[src/design/glst_pkg.sv]
// Shared command codes, constants and controller/datapath interface types for the list store.
package glst_pkg;

   // Command codes on req_command
   localparam logic [2:0] CMD_ADD    = 3'd0;
   localparam logic [2:0] CMD_REMOVE = 3'd1;
   localparam logic [2:0] CMD_GET    = 3'd2;
   localparam logic [2:0] CMD_COUNT  = 3'd3;
   localparam logic [2:0] CMD_CAP    = 3'd4;

   // Capacity taken by the first add, and the answer for a get that misses
   localparam int unsigned FIRST_CAPACITY = 10;
   localparam logic signed [31:0] ANSWER_MISS = -32'sd1;

   // Controller to datapath
   typedef struct packed {
      logic append;        // write operand at the tail, grow capacity if due
      logic answer_count;  // load count into the result register
      logic answer_cap;    // load capacity into the result register
      logic answer_miss;   // load the miss answer into the result register
      logic get_issue;     // read the entry addressed by the operand
      logic get_load;      // load the read entry into the result register
      logic scan_start;    // latch the key and rewind the scan
      logic scan_run;      // advance the search-and-shift pipeline
      logic scan_finish;   // drop the count if the key was found
   } dp_cmd_type;

   // Datapath to controller
   typedef struct packed {
      logic out_free;   // result register is empty or drains this cycle
      logic add_fit;    // the store has room for one more entry
      logic get_hit;    // the get index on the request is inside the list
      logic scan_done;  // every entry has been read and handled
   } dp_status_type;

endpackage

[src/design/glst_ctrl.sv]
// Command sequencer: decodes request beats and steps the datapath through get and remove.
module glst_ctrl import glst_pkg::*; (
   input  logic          clock,
   input  logic          reset,
   input  logic          req_valid,
   output logic          req_ready,
   input  logic [2:0]    req_command,
   input  dp_status_type status,
   output dp_cmd_type    cmd
);

   typedef enum logic [1:0] {
      ST_IDLE,
      ST_GET_WAIT,
      ST_SCAN
   } state_type;

   state_type state_ff;
   state_type state_in;
   logic      accept;

   // A beat is taken only from idle, with room for any answer it makes
   assign req_ready = (state_ff == ST_IDLE) && status.out_free;
   assign accept    = req_valid && req_ready;

   // Next state and datapath commands
   always_comb begin
      state_in = state_ff;
      cmd      = '0;
      case (state_ff)
         ST_IDLE: begin
            if (accept) begin
               case (req_command)
                  CMD_ADD: begin
                     cmd.append = status.add_fit;
                  end
                  CMD_REMOVE: begin
                     cmd.scan_start = 1'b1;
                     state_in       = ST_SCAN;
                  end
                  CMD_GET: begin
                     if (status.get_hit) begin
                        cmd.get_issue = 1'b1;
                        state_in      = ST_GET_WAIT;
                     end else begin
                        cmd.answer_miss = 1'b1;
                     end
                  end
                  CMD_COUNT: begin
                     cmd.answer_count = 1'b1;
                  end
                  CMD_CAP: begin
                     cmd.answer_cap = 1'b1;
                  end
                  default: begin
                     // unused codes are dropped
                  end
               endcase
            end
         end
         ST_GET_WAIT: begin
            cmd.get_load = 1'b1;
            state_in     = ST_IDLE;
         end
         ST_SCAN: begin
            cmd.scan_run = 1'b1;
            if (status.scan_done) begin
               cmd.scan_finish = 1'b1;
               state_in        = ST_IDLE;
            end
         end
         default: begin
            state_in = ST_IDLE;
         end
      endcase
   end

   // State register
   always_ff @(posedge clock) begin
      if (reset) begin
         state_ff <= ST_IDLE;
      end else begin
         state_ff <= state_in;
      end
   end

endmodule

[config.mk]
export PLATFORM = sky130hd
export DESIGN_NAME = glst_ctrl
export DESIGN_NICKNAME = d
export VERILOG_FILES = /design/src/design/glst_pkg.sv /design/src/design/glst_ctrl.sv
export SDC_FILE = /design/constraint.sdc
export NUM_CORES = 1
export LEC_CHECK = 0
export ABC_CLOCK_PERIOD_IN_PS = 1000
export BUFFER_PORTS_ARGS = -buffer_cell sky130_fd_sc_hd__buf_2
export CORE_AREA = 2 2 39 41
export CTS_BUF_LIST = sky130_fd_sc_hd__clkbuf_4
export DETAILED_ROUTE_END_ITERATION = 7
export DIE_AREA = 0 0 41 43
export PLACE_DENSITY_LB_ADDON = 0.08
export RECOVER_POWER = 25
export SYNTH_ARGS = -nofsm -noshare
export SYNTH_HDL_FRONTEND = slang
export SYNTH_SLANG_ARGS = --single-unit
[constraint.sdc]
create_clock -name clock -period 1 [get_ports clock]
set_clock_uncertainty 0.1 [all_clocks]
set_input_delay 0.1 -clock clock [delete_from_list [all_inputs] [get_ports clock]]
set_output_delay 0.1 -clock clock [all_outputs]
set_load 0.01 [all_outputs]
Word level (Yosys, flattened, before mapping)
Cells that the tools add are included.
Word-level totals
  register bits: 2
  logic and storage cells: 35
Operators by class
  eq/ne operators: 10
  reduce and logical (&&, ||, !) cells: 5
  mux-type cells: 19
Operator list (number)
  two-way mux 1 bit: 10
  two-way mux 2 bit: 5
  two-way mux 5 bit: 2
  case mux 2 bit (2 select lines): 2
  == test 3 x 2 -> 1 bit, second input constant: 2
  != test 2 bit, second input constant: 2
  AND reduction 4 bit: 1
  == test 3 x 1 -> 1 bit, second input constant: 1
  == test 3 bit, second input constant: 1
  zero test 3 bit: 1
  != test 3 x 1 -> 1 bit, second input constant: 1
  != test 3 bit, second input constant: 1
  == test 2 x 1 -> 1 bit, second input constant: 1
  == test 2 bit, second input constant: 1
  logical AND 1 bit: 2
  zero test 2 bit: 1

Depth between registers and ports, before layout
  depth in word-level cells: 5
  gate-level depth with buffers: 3
  depth with buffers taken out: 2

Worst setup path after synthesis
OpenSTA, ideal clock, no wires.
  path type: flip-flop to output port
  start: register state_ff[1]
  end: output port cmd[6] in the netlist's numbering
  data arrival time: 1.119 ns
  slack: -0.319 ns
  cell stages (with the launch flop): 4
  cell sequence: dfxtp_1 -> nand4bb_1 -> buf_2 -> nor4b_1
RTL lines
  start: declaration: line glst_ctrl.sv:18  | state_type state_ff;
  start signal: assignment: line glst_ctrl.sv:83  | state_ff <= state_in;
  end: declaration: line glst_ctrl.sv:9  | output dp_cmd_type cmd

==> out/metrics.cfg <==
[placement]
gp_congestion = 0.6728
preCtsSetupSlack_ns = -0.2782
port_buffers = 19
hpwl_um = 596.6
post-place-cells = 64

[logic_synthesis]
async_flop_share_pct = 0
synth.ff_latch_count = 2
yosys-top-cells-area = dfxtp_1 (21%), nor4_1 (9.9%), nor4b_1 (9.2%)
synthesis.nets = 33
ys_warn_count = 0
synth_most_common_cell = nor4_1
yosysSeqAreaShare_pct = 21.05
avgSynthCellArea_um2 = 8.269
netlist_area_um2 = 190.2
syn_inst = 23
synth_edf_count = 0
yosys.area.top_type = dfxtp_1
yosys.area.top_type_share_pct = 21.05
synth.distinct_cells = 16
synth_flop_cell = dfxtp_1

[timing]
tightest_slew_ns = 0.2661
max_slew_margin_pct = 82.26
finalCriticalPeriod_ns = 1.491
timing.fmax_mhz = 670.5
rsz0062_at_grt = true
fin_ws_ns = -0.4913
setup_viol = 12
fin_setup_tns_ns = -3.519
maxSlewViolCount = 0
hold_viol_final = 0
period_share_pct = 149.1

[setup_path]
cp_data_arrival_time_ns = 1.29
cp.required_ns = 0.80
crit_fanout = 8
crit_buf_inv = 2
cp-start-kind = flip-flop
regToRegSetupSlack_ns = -0.15
cp_slowest_cell = dfxtp_2
crit_type = reg -> out
cpPeakStageDelay_ns = 0.31
critPathCaptureType = output pin
reg2reg_depth = 3
r2r_end = state_ff[1]$_SDFFE_PP0P_
crit_family = simple AND/OR/NAND/NOR gates
path_depth = 4
crit_chain = nand4bb_1, buf_6, nor4b_4, buf_2
r2r-start = state_ff[0]$_SDFFE_PP0P_

[floorplan]
initial_utilization_pct = 13.74
row_count = 14
coreArea_um2 = 1384
die_x_um = 41
io-pin-count = 20
dieHeight_um = 43
fp.dieArea_um2 = 1763

[min_path]
worstHoldEndpoint = state_ff[0]$_SDFFE_PP0P_
worstHoldPathCells = 3
hold_class = in -> reg
worstHoldStart = status[1]

[routing]
route.met2.wl_um = 398
drtPass1Iterations = 3
wl_met3_um = 44
met1_length_um = 279
drtIter0Drc = 3
antenna_left = 0
via_per_inst = 4.235
vias = 288
wirelength_um = 721
top_layer_used = met3
drc_errors = 0
wl_per_cell_um = 10.60

[layout]
fillers = 163
antenna_cells = 0
instances_no_fill = 68
area_delta_synth_final_pct = 165.8
regMostFlops = state_ff
drive_above_1_share_pct = 84.62
largest_reg_flops = 2
finalNetCount = 64
reg_top3 = state_ff x2

[power]
p_leak_uw = 0.0002352
ir_drop_uv = 190.0
p_per_area_nw_per_um2 = 720.6

[job]
maxCapViolations = 0

[grt]
grt_max_degree = 9
grt_pass1_wl_um = 1090
grt_pass1_vias = 276
antenna_found_initial = 0
grt_usage_pct = 9.109
overflow = 0

[status]
status = finished with violations
violations = negative setup slack

[clock_network]
htree_levels = 1
clockBufferDepth = 2
cts_hold_buf = 0
clkSinkCount = 2
cts_root_buffer = clkbuf_4
tritoncts = done
clkSlewWorstSetupHoldPaths_ns = 0.03
worstSkewPairLatency_ns = 0.22
cts_buffers = 3

## cell type report
cell class,instances,area (um2),share of cell area (%)
Multi-Input combinational cell,19,241.5,47.77
Inverter,1,3.754,0.7426
Tap cell,16,20.02,3.960
Timing Repair Buffer,27,175.2,34.65
Clock buffer,3,22.52,4.455
Sequential cell,2,42.54,8.416
## cells by family after synthesis
logic type	count (synthesis)	synth area share, %
and+or+nand+nor	18	69.74
DFF	2	21.05
buffers and inverters	2	4.601
AOI/OAI and AO/OA	1	4.606
## metrics by stage
stage               hold slack (ns)  utilization (%)  total power [uW]  cell area, um2
floorplan                   0.06855                -             129.9           275.3
global placement             0.2800            31.19             186.0           431.7
detailed placement           0.2779            31.19             188.8           431.7
CTS                         0.04904            34.45             373.2           476.7
global route                0.06451            36.53             388.6           505.5
finish                      0.05329            36.53             364.2           505.5
## timing repair
action / 4_1_cts / 5_1_grt
resized for setup: 4 / 5
setup endpoints to repair: 12 / 12
buffers inserted: 1 / 0
pin swaps: 3 / 1
hold endpoints to repair: 0 / 0
cloned: 0 / 0
## report_power, final
group          leakage [uW]  switching, uW  internal [uW]
logic              0.000204           57.9           55.3
registers         0.0000171          0.402           81.4
clock network     0.0000138           37.5            132
total              0.000235           95.9            268
## layer usage
| layer | global-route usage (%) | vias up |
|---|---|---|
| li1 | - | 147 |
| met1 | 10.51 | 131 |
| met2 | 14.37 | 10 |
| met3 | 0 | 0 |
| met4 | 8.000 | 0 |
| met5 | 0 | - |
## worst register-to-register path, cell delays in order, from the launching register on
cell     delay (ns)
dfxtp_2        0.31
buf_6          0.12
or4b_4         0.48
o21ai_2        0.06
## cells in the final DEF (no fill, tap or decap), drive strengths merged
cell type,count
nand2b,2
buf,27
nor4,3
dfxtp,2
or3b,1
and2,1
nand2,1
nor2b,2
nand4bb,1
nor4b,2
inv,1
o21ai,1
clkbuf,3
nor3,2
nor3b,1
or4b,2
## worst max path at each step
stage                                   startpoint      to  slack [ns]
after floorplan           state_ff[1]$_SDFFE_PP0P_  cmd[6]       -0.16
after global placement    state_ff[1]$_SDFFE_PP0P_  cmd[6]       -0.27
after detailed placement  state_ff[1]$_SDFFE_PP0P_  cmd[6]       -0.28
after CTS                 state_ff[1]$_SDFFE_PP0P_  cmd[6]       -0.49
after global routing      state_ff[1]$_SDFFE_PP0P_  cmd[6]       -0.56
final                     state_ff[0]$_SDFFE_PP0P_  cmd[6]       -0.49
(Power assumes the default switching activity.)
